[config.mk]
export PLATFORM = sky130hd
export DESIGN_NAME = rational_reduce_gcd
export DESIGN_NICKNAME = d
export VERILOG_FILES = /design/src/hdl/rrg_pkg.sv /design/src/hdl/rrg_div.sv /design/src/hdl/rational_reduce_gcd.sv
export SDC_FILE = /design/constraint.sdc
export NUM_CORES = 1
export LEC_CHECK = 0
export BUFFER_PORTS_ARGS = -buffer_cell sky130_fd_sc_hd__buf_2
export CORE_MARGIN = 5
export CORE_UTILIZATION = 45
export CTS_CLUSTER_DIAMETER = 120
export DETAILED_ROUTE_END_ITERATION = 7
export GPL_TIMING_DRIVEN = 0
export PLACE_DENSITY = 0.66
export RECOVER_POWER = 50
export SETUP_SLACK_MARGIN = 0.02
export SLEW_MARGIN = 0
export SYNTH_ARGS = -nofsm -noshare
export SYNTH_HDL_FRONTEND = slang
export SYNTH_SLANG_ARGS = --single-unit
[constraint.sdc]
create_clock -name clk -period 13.5 [get_ports clk]
set_clock_uncertainty 0.2 [all_clocks]
set_input_delay 2.025 -clock clk [delete_from_list [all_inputs] [get_ports clk]]
set_output_delay 2.025 -clock clk [all_outputs]
set_load 0.02 [all_outputs]
[src/hdl/rrg_pkg.sv]
// Shared payload types for the rational reduction block.
`default_nettype none

package rrg_pkg;

  // Width of the signed fields on both channels.
  localparam int FIELD_W = 64;
  // Width of the reduced denominator field.
  localparam int DEN_W = 63;

  // One request: a signed fraction.
  typedef struct packed {
    logic signed [FIELD_W-1:0] num_in;
    logic signed [FIELD_W-1:0] den_in;
  } rrg_in_t;

  // One result: the fraction in lowest terms.
  typedef struct packed {
    logic signed [FIELD_W-1:0] num_out;
    logic [DEN_W-1:0]          den_out;
  } rrg_out_t;

endpackage

`default_nettype wire

[src/hdl/rrg_div.sv]
// Iterative restoring divider, one quotient bit per cycle.
`default_nettype none

module rrg_div #(
  parameter int MAG_W = 63
) (
  input  wire logic             clk,
  input  wire logic             rst,
  input  wire logic             start,
  input  wire logic [MAG_W-1:0] dividend,
  input  wire logic [MAG_W-1:0] divisor,
  output logic                  done,
  output logic [MAG_W-1:0]      quotient,
  output logic [MAG_W-1:0]      remainder
);

  localparam int CNT_W = $clog2(MAG_W + 1);

  logic             busy;
  logic [CNT_W-1:0] cnt;
  logic [MAG_W-1:0] dvsr;
  logic [MAG_W-1:0] rem;
  logic [MAG_W-1:0] quo;
  logic [MAG_W:0]   shifted;
  logic [MAG_W:0]   diff;

  // One restoring step: shift in the next dividend bit and try a subtract.
  always_comb begin
    shifted = {rem, quo[MAG_W-1]};
    diff    = shifted - {1'b0, dvsr};
  end

  // Control: a start loads the operands, then MAG_W steps run.
  always_ff @(posedge clk) begin
    if (rst) begin
      busy <= 1'b0;
      done <= 1'b0;
      cnt  <= '0;
    end else begin
      done <= 1'b0;
      if (start) begin
        busy <= 1'b1;
        cnt  <= CNT_W'(MAG_W);
      end else if (busy) begin
        cnt <= cnt - CNT_W'(1);
        if (cnt == CNT_W'(1)) begin
          busy <= 1'b0;
          done <= 1'b1;
        end
      end
    end
  end

  // Datapath: the quotient register shifts the dividend out as bits come in.
  always_ff @(posedge clk) begin
    if (start) begin
      rem  <= '0;
      quo  <= dividend;
      dvsr <= divisor;
    end else if (busy) begin
      if (!diff[MAG_W]) begin
        rem <= diff[MAG_W-1:0];
        quo <= {quo[MAG_W-2:0], 1'b1};
      end else begin
        rem <= shifted[MAG_W-1:0];
        quo <= {quo[MAG_W-2:0], 1'b0};
      end
    end
  end

  assign quotient  = quo;
  assign remainder = rem;

endmodule

`default_nettype wire

[src/hdl/rational_reduce_gcd.sv]
// Work: E Euclid remainder steps (E is 1 to about 1.44*WIDTH) and two quotient divisions
// run in one shared restoring divider before the result enters the output register.
// Throughput: one request in work at a time; the next is taken in the cycle after the result
// enters the output register, even while that result is still stalled.
// Reset (synchronous, active high) returns the sequencer to idle and drops the output valid.
`default_nettype none

module rational_reduce_gcd #(
  parameter int WIDTH = 64
) (
  input  wire logic            clk,
  input  wire logic            rst,
  input  wire logic            in_valid,
  output logic                 in_stall,
  input  wire rrg_pkg::rrg_in_t in_data,
  output logic                 out_valid,
  input  wire logic            out_stall,
  output rrg_pkg::rrg_out_t    out_data
);

  import rrg_pkg::*;

  localparam int MAG_W = WIDTH - 1;

  localparam logic [2:0] S_IDLE     = 3'd0;
  localparam logic [2:0] S_GCD_CHK  = 3'd1;
  localparam logic [2:0] S_GCD_WAIT = 3'd2;
  localparam logic [2:0] S_QN       = 3'd3;
  localparam logic [2:0] S_QD       = 3'd4;
  localparam logic [2:0] S_OUT      = 3'd5;

  logic [2:0]       state;
  logic [2:0]       state_next;
  logic [MAG_W-1:0] num_mag;
  logic [MAG_W-1:0] den_mag;
  logic [MAG_W-1:0] a;
  logic [MAG_W-1:0] b;
  logic [MAG_W-1:0] qn;
  logic [MAG_W-1:0] qd;
  logic             sign_neg;

  logic [WIDTH-1:0] num_raw;
  logic [WIDTH-1:0] den_raw;
  logic [WIDTH-1:0] num_neg_val;
  logic [WIDTH-1:0] den_neg_val;
  logic [MAG_W-1:0] num_mag_in;
  logic [MAG_W-1:0] den_mag_in;
  logic             den_zero;

  logic             div_start;
  logic [MAG_W-1:0] div_dividend;
  logic [MAG_W-1:0] div_divisor;
  logic             div_done;
  logic [MAG_W-1:0] div_quo;
  logic [MAG_W-1:0] div_rem;

  logic             accept;
  logic             out_free;
  logic [FIELD_W-1:0] qn_ext;

  assign accept   = in_valid && !in_stall;
  assign in_stall = (state != S_IDLE);
  assign out_free = !out_valid || !out_stall;

  // Saturated magnitudes of the low WIDTH bits of each operand.
  always_comb begin
    num_raw     = in_data.num_in[WIDTH-1:0];
    den_raw     = in_data.den_in[WIDTH-1:0];
    num_neg_val = num_raw[WIDTH-1] ? (WIDTH'(0) - num_raw) : num_raw;
    den_neg_val = den_raw[WIDTH-1] ? (WIDTH'(0) - den_raw) : den_raw;
    num_mag_in  = num_neg_val[WIDTH-1] ? {MAG_W{1'b1}} : num_neg_val[MAG_W-1:0];
    den_mag_in  = den_neg_val[WIDTH-1] ? {MAG_W{1'b1}} : den_neg_val[MAG_W-1:0];
    den_zero    = (den_mag_in == '0);
  end

  // Sequencer: Euclid remainders, then the two quotients by the divisor.
  always_comb begin
    state_next   = state;
    div_start    = 1'b0;
    div_dividend = a;
    div_divisor  = b;
    case (state)
      S_IDLE: begin
        if (accept) state_next = S_GCD_CHK;
      end
      S_GCD_CHK: begin
        div_start = 1'b1;
        if (b == '0) begin
          div_dividend = num_mag;
          div_divisor  = a;
          state_next   = S_QN;
        end else begin
          state_next = S_GCD_WAIT;
        end
      end
      S_GCD_WAIT: begin
        if (div_done) state_next = S_GCD_CHK;
      end
      S_QN: begin
        if (div_done) begin
          div_start    = 1'b1;
          div_dividend = den_mag;
          div_divisor  = a;
          state_next   = S_QD;
        end
      end
      S_QD: begin
        if (div_done) state_next = S_OUT;
      end
      S_OUT: begin
        if (out_free) state_next = S_IDLE;
      end
      default: state_next = S_IDLE;
    endcase
  end

  always_ff @(posedge clk) begin
    if (rst) begin
      state <= S_IDLE;
    end else begin
      state <= state_next;
    end
  end

  // Operand and partial result registers.
  always_ff @(posedge clk) begin
    if (accept) begin
      if (den_zero) begin
        num_mag  <= '0;
        den_mag  <= MAG_W'(1);
        a        <= '0;
        b        <= MAG_W'(1);
        sign_neg <= 1'b0;
      end else begin
        num_mag  <= num_mag_in;
        den_mag  <= den_mag_in;
        a        <= num_mag_in;
        b        <= den_mag_in;
        sign_neg <= num_raw[WIDTH-1] ^ den_raw[WIDTH-1];
      end
    end else if (state == S_GCD_WAIT && div_done) begin
      a <= b;
      b <= div_rem;
    end
    if (state == S_QN && div_done) begin
      qn <= div_quo;
    end
    if (state == S_QD && div_done) begin
      qd <= div_quo;
    end
  end

  rrg_div #(
    .MAG_W (MAG_W)
  ) u_div (
    .clk       (clk),
    .rst       (rst),
    .start     (div_start),
    .dividend  (div_dividend),
    .divisor   (div_divisor),
    .done      (div_done),
    .quotient  (div_quo),
    .remainder (div_rem)
  );

  // Output register: the sign goes to the numerator unless it is zero.
  assign qn_ext = FIELD_W'(qn);

  always_ff @(posedge clk) begin
    if (rst) begin
      out_valid <= 1'b0;
    end else if (state == S_OUT && out_free) begin
      out_valid <= 1'b1;
    end else if (!out_stall) begin
      out_valid <= 1'b0;
    end
  end

  always_ff @(posedge clk) begin
    if (state == S_OUT && out_free) begin
      out_data.num_out <= (sign_neg && (qn != '0)) ? (FIELD_W'(0) - qn_ext) : qn_ext;
      out_data.den_out <= DEN_W'(qd);
    end
  end

endmodule

`default_nettype wire

After elaboration in Yosys (flattened, before gate mapping)
Cells that the tools add are included.

Output and inout port bits: 129. Register bits: 707. Logic and storage cells: 94. Input port bits: 132.

Equality and inequality tests: 12. Reductions and logical operators: 19. $add $sub $neg: 5. Mux-type cells: 38. Bitwise operators: 2.

Operator list (count): 63-bit two-way mux (16); 63-bit case mux with 2 select lines (2); 64-bit two-way mux (2); 1-bit by 64-bit subtractor with 64-bit output (first input constant) (2); 63-bit logical NOT (2); 1-bit by 63-bit subtractor with 64-bit output (first input constant) (1); 64-bit by 63-bit subtractor with 64-bit output (1); 63-bit nonzero test (1); 3-bit case mux with 6 select lines (1); 3-bit two-way mux (5); 6-bit two-way mux (2); 1-bit two-way mux (9); 2-bit by 1-bit != test with 1-bit output (second input constant) (4); 3-bit by 2-bit equality test with 1-bit output (second input constant) (2); 3-bit equality test (second input constant) (2); 6-bit by 1-bit equality test with 1-bit output (second input constant) (1); 1-bit logical AND (6); 6-bit by 1-bit subtractor with 6-bit output (second input constant) (1); 5-bit AND reduction (1); 2-bit != test (second input constant) (2); 2-bit nonzero test (2); 3-bit by 1-bit equality test with 1-bit output (second input constant) (1); 1-bit logical NOT (3); 3-bit logical NOT (1); other kinds (6) (6).

Longest topological paths before layout
Depth in word-level cells: 6. Mapped depth: 16. Gate-level depth less buffers: 14.

Cells and area by module
A second synthesis with hierarchy kept.

Cells, all modules: 3397. Area total of the unflattened synthesis: 36841.6 µm².

By module, submodules not included: rational_reduce_gcd (area an instance 24994.0 µm², times used 1, seq. area each 15274.6 µm², cells an instance 2210); rrg_div (area an instance 11847.6 µm², times used 1, seq. area each 5205.0 µm², cells an instance 1187).

Least setup slack after synthesis
Ideal clock, no wire load.

Path type: in2reg. From: input port in_valid. To: register a[0], enable pin. Stages on the path: 2. Arrival: 11.175 ns. Setup time: 0.804 ns. Buffers on the path: 0. Setup slack: 1.321 ns. Required time: 12.496 ns. Cells stage by stage: nand2_1 -> a21boi_0.

Cells in the longest elaborated chain, start to end: 2.

Ends and longest elaborated chain: start: declaration (RTL line rational_reduce_gcd.sv:13) `input wire logic in_valid,`; 1-bit logical AND (RTL line rational_reduce_gcd.sv:61) `assign accept = in_valid && !in_stall;`; 2-bit nonzero test (no source line); end signal: assignment (RTL line rational_reduce_gcd.sv:137) `a <= num_mag_in;`; end: declaration (RTL line rational_reduce_gcd.sv:36) `logic [MAG_W-1:0] a;`.

No other way between the ends. A chain may end at the register's enable or synchronous reset.

Worst setup path after layout
From: input port in_valid. To: register b[15], enable pin.

Cells in the longest elaborated chain, start to end: 2.

Ends and longest elaborated chain: 1-bit logical AND (RTL line rational_reduce_gcd.sv:61); 2-bit nonzero test (no source line); end signal: assignment (RTL line rational_reduce_gcd.sv:138) `b <= den_mag_in;`; end signal: assignment (RTL line rational_reduce_gcd.sv:143) `b <= div_rem;`; end: declaration (RTL line rational_reduce_gcd.sv:37) `logic [MAG_W-1:0] b;`.

No other way between the ends.

==> results.json <==
{
  "post_cts_buffers": 0,
  "hold-path-cell-count": 0,
  "io_pins": 261,
  "path_max_fanout": 28,
  "min_period_over_period_pct": 63.93,
  "avgSynthCellArea_um2": 10.26,
  "worstSkewPairLatency_ns": 0.63,
  "startpoint_type": "input port",
  "portBuffers": 253,
  "p_per_area_mw_per_mm2": 168.7,
  "endpoint_kind": "flop",
  "path_class": "in -> reg",
  "nNetsFinal": 4079,
  "wl_per_cell_um": 26.27,
  "leakage_nw": 14.68,
  "ys_seq_area_share_pct": 56.51,
  "die_y_um": 293.8,
  "dp_hpwl_um": 104800,
  "critPathRequiredTime_ns": 13.52,
  "final.setup.tns_ns": 0,
  "violations": "max-capacitance violations, max-slew violations",
  "cts.path.max_buffers": 3,
  "grt_pass1_wl_um": 188400,
  "place.gp.congestion": 1.009,
  "r2r_start": "state[0]",
  "finalHoldViolCount": 0,
  "rows": 104,
  "synth_edf_count": 632,
  "synth_ff_type": "edfxtp_1",
  "slew_headroom_pct": -145.6,
  "htreeDepth": 3,
  "grt.total_usage_pct": 29.28,
  "drcViolationCount": 0,
  "syn_area_mm2": 0.03624,
  "fp.dieW_um": 293.8,
  "drv_slew": 310,
  "maxCapViolCount": 8,
  "fmax_ghz": 0.1159,
  "syn_nets": 3732,
  "cts_buffers": 73,
  "initial_core_util_pct": 45.22,
  "synthTopCellsByArea": "edfxtp_1, nand2_1, dfxtp_1",
  "setup_violations": 0,
  "syn_to_final_growth_pct": 14.15,
  "min-delay-start": "qd[24]",
  "synth_top_area_cell": "edfxtp_1",
  "hold_path_class": "reg -> reg",
  "yosys_warnings": 0,
  "dieArea_mm2": 0.08632,
  "worstMarginPinSlew_ns": 3.683,
  "cts_resized": 0,
  "ir_worst_vdd_mv": 0.08605,
  "synth_cell_type_count": 85,
  "clk_pin_slew_ns": 0.06,
  "vias": 30730,
  "async_reset_ff_share_pct": 0,
  "min_period_ns": 8.630,
  "yosys_register_bits": 707,
  "status": "finished, violations left",
  "drive_above_1_share_pct": 7.602,
  "synth_cells": 3531,
  "grt.overflow.total": 0,
  "r2r-end": "b[15]",
  "worst_ep_arrival_time_ns": 8.65,
  "grt_pass1_vias": 28790,
  "grt_max_degree": 71,
  "antenna_found_initial": 17,
  "core_area_mm2": 0.08016,
  "postRouteWirelength_um": 131500,
  "dpl_cell_area_mm2": 0.03925,
  "cts_tree": "built",
  "min_to": "out_data[24]",
  "drt_first_pass_iters": 7,
  "postLayoutCellArea_mm2": 0.04137,
  "r2r_slack_ns": 5.50,
  "ant_nets": 0,
  "r2r_cells": 7,
  "timing.critical_path.from": "in_valid",
  "drt_iter0_drc": 4012,
  "pre_cts_ws_ns": 6.053,
  "ctsHoldBuffers": 0,
  "finalWorstSetupSlack_ns": 4.870,
  "detail_route.vias_per_cell": 6.139,
  "synth_top_cell_area_share_pct": 52.36,
  "cts_sinks": 707,
  "rsz0062_at_grt": "no",
  "cts-root-buf": "clkbuf_16"
}
[metrics by stage]
stage,cells,power [mW],hold WS (ns),utilization [%]
finish,5006,6.978,0.2141,51.61
detailed placement,4863,4.840,0.2045,48.97
global placement,4844,4.840,0.2008,48.45
floorplan,3531,4.134,0.2003,-
CTS,4993,6.931,0.2155,52.08
global route,4993,7.246,0.2219,51.57
[logic make-up after synthesis]
| logic type | share of synthesized area (%) |
|---|---|
| xor+xnor | 5.534 |
| mux | 0.5524 |
| buf+inv | 3.863 |
| fa+ha+maj | 2.403 |
| simple gates | 15.76 |
| compound gates | 15.38 |
| flops | 56.51 |
[worst max-delay path by stage]
stage,endpoint,slack [ns],cells past startpoint
finish,b[15],4.87,7
detailed placement,num_mag[37],6.05,16
global route,b[15],4.68,7
CTS,num_mag[33],6.72,16
global placement,a[11],-3.50,3
floorplan,a[0],1.32,2
[Yosys cell counts, types with 9 or more instances]
cell / count
a21o_1: 18
a21oi_1: 167
a22oi_1: 65
a311oi_1: 32
a31oi_1: 144
and3_1: 12
buf_1: 9
clkbuf_1: 193
dfxtp_1: 75
edfxtp_1: 632
ha_1: 68
inv_1: 115
mux2i_1: 11
nand2_1: 587
nand2b_1: 25
nand3_1: 35
nand3b_1: 9
nand4_1: 46
nor2_1: 377
nor2b_1: 10
nor3_1: 56
nor4_1: 30
o211ai_1: 14
o21a_1: 10
o21ai_0: 212
o21ai_1: 10
o21bai_1: 15
o31ai_1: 98
o41ai_1: 23
or2_2: 11
or3_1: 39
or4_1: 27
xnor2_1: 135
xor2_1: 94
[area by class of cell]
cell class	instances	area, µm²
Fill cell	7382	38780
Sequential cell	707	20480
Multi-Input combinational cell	2486	14370
Clock buffer	92	2024
Tap cell	1060	1326
Timing Repair Buffer	272	1262
Buffer	221	965.9
Clock inverter	38	475.5
Inverter	117	439.2
Antenna cell	13	32.53
[registers in the layout, indices dropped and copies added, names as in the netlist]
| name | count |
|---|---|
| out_data | 127 |
| a | 63 |
| b | 63 |
| den_mag | 63 |
| num_mag | 63 |
| qd | 63 |
| qn | 63 |
| u_div.dvsr | 63 |
| u_div.quotient | 63 |
| u_div.remainder | 63 |
| u_div.cnt | 6 |
| state | 3 |
| out_valid | 1 |
| sign_neg | 1 |
| u_div.busy | 1 |
| u_div.done | 1 |
[critical path, cell delays in order]
cell	delay (ns)
clkbuf_1	0.16
nand2_1	0.08
a21boi_0	1.59
clkbuf_1	1.03
clkbuf_1	1.22
clkbuf_1	1.22
clkbuf_1	1.28
[cells in the final DEF (no fill, tap or decap), types with 11 or more instances in the layout]
| cell | Yosys | final |
|---|---|---|
| edfxtp_1 | 632 | 632 |
| nand2_1 | 587 | 587 |
| nor2_1 | 377 | 376 |
| clkbuf_1 | 193 | 349 |
| o21ai_0 | 212 | 211 |
| a21oi_1 | 167 | 167 |
| a31oi_1 | 144 | 144 |
| xnor2_1 | 135 | 135 |
| buf_2 | 6 | 129 |
| inv_1 | 115 | 115 |
| o31ai_1 | 98 | 98 |
| xor2_1 | 94 | 94 |
| clkbuf_16 | 0 | 78 |
| dfxtp_1 | 75 | 75 |
| ha_1 | 68 | 68 |
| a22oi_1 | 65 | 65 |
| nor3_1 | 56 | 56 |
| nand4_1 | 46 | 46 |
| or3_1 | 39 | 39 |
| nand3_1 | 35 | 35 |
| a311oi_1 | 32 | 32 |
| nor4_1 | 30 | 30 |
| or4_1 | 27 | 27 |
| nand2b_1 | 25 | 25 |
| o41ai_1 | 23 | 23 |
| a21o_1 | 18 | 18 |
| o21bai_1 | 15 | 15 |
| o211ai_1 | 14 | 14 |
| diode_2 | 0 | 13 |
| and3_1 | 12 | 12 |
| o21ai_1 | 10 | 11 |
| or2_2 | 11 | 11 |
| mux2i_1 | 11 | 11 |
[routing by layer]
| layer | part of all wire, % | vias to the layer above | global-route usage [%] |
|---|---|---|---|
| met5 | 0.052 | - | 0 |
| met1 | 40 | 14950 | 40.41 |
| met2 | 45 | 1788 | 45.50 |
| met4 | 3.6 | 10 | 9.112 |
| li1 | - | 13680 | - |
| met3 | 12 | 297 | 7.932 |
[report_power, final]
part	internal, mW	switching [mW]	leakage, nW
registers	2.68	0.241	6.50
logic	0.626	1.32	6.98
clock network	1.24	0.875	1.21
total	4.55	2.43	14.7
Power figures use the tool's default switching activity.
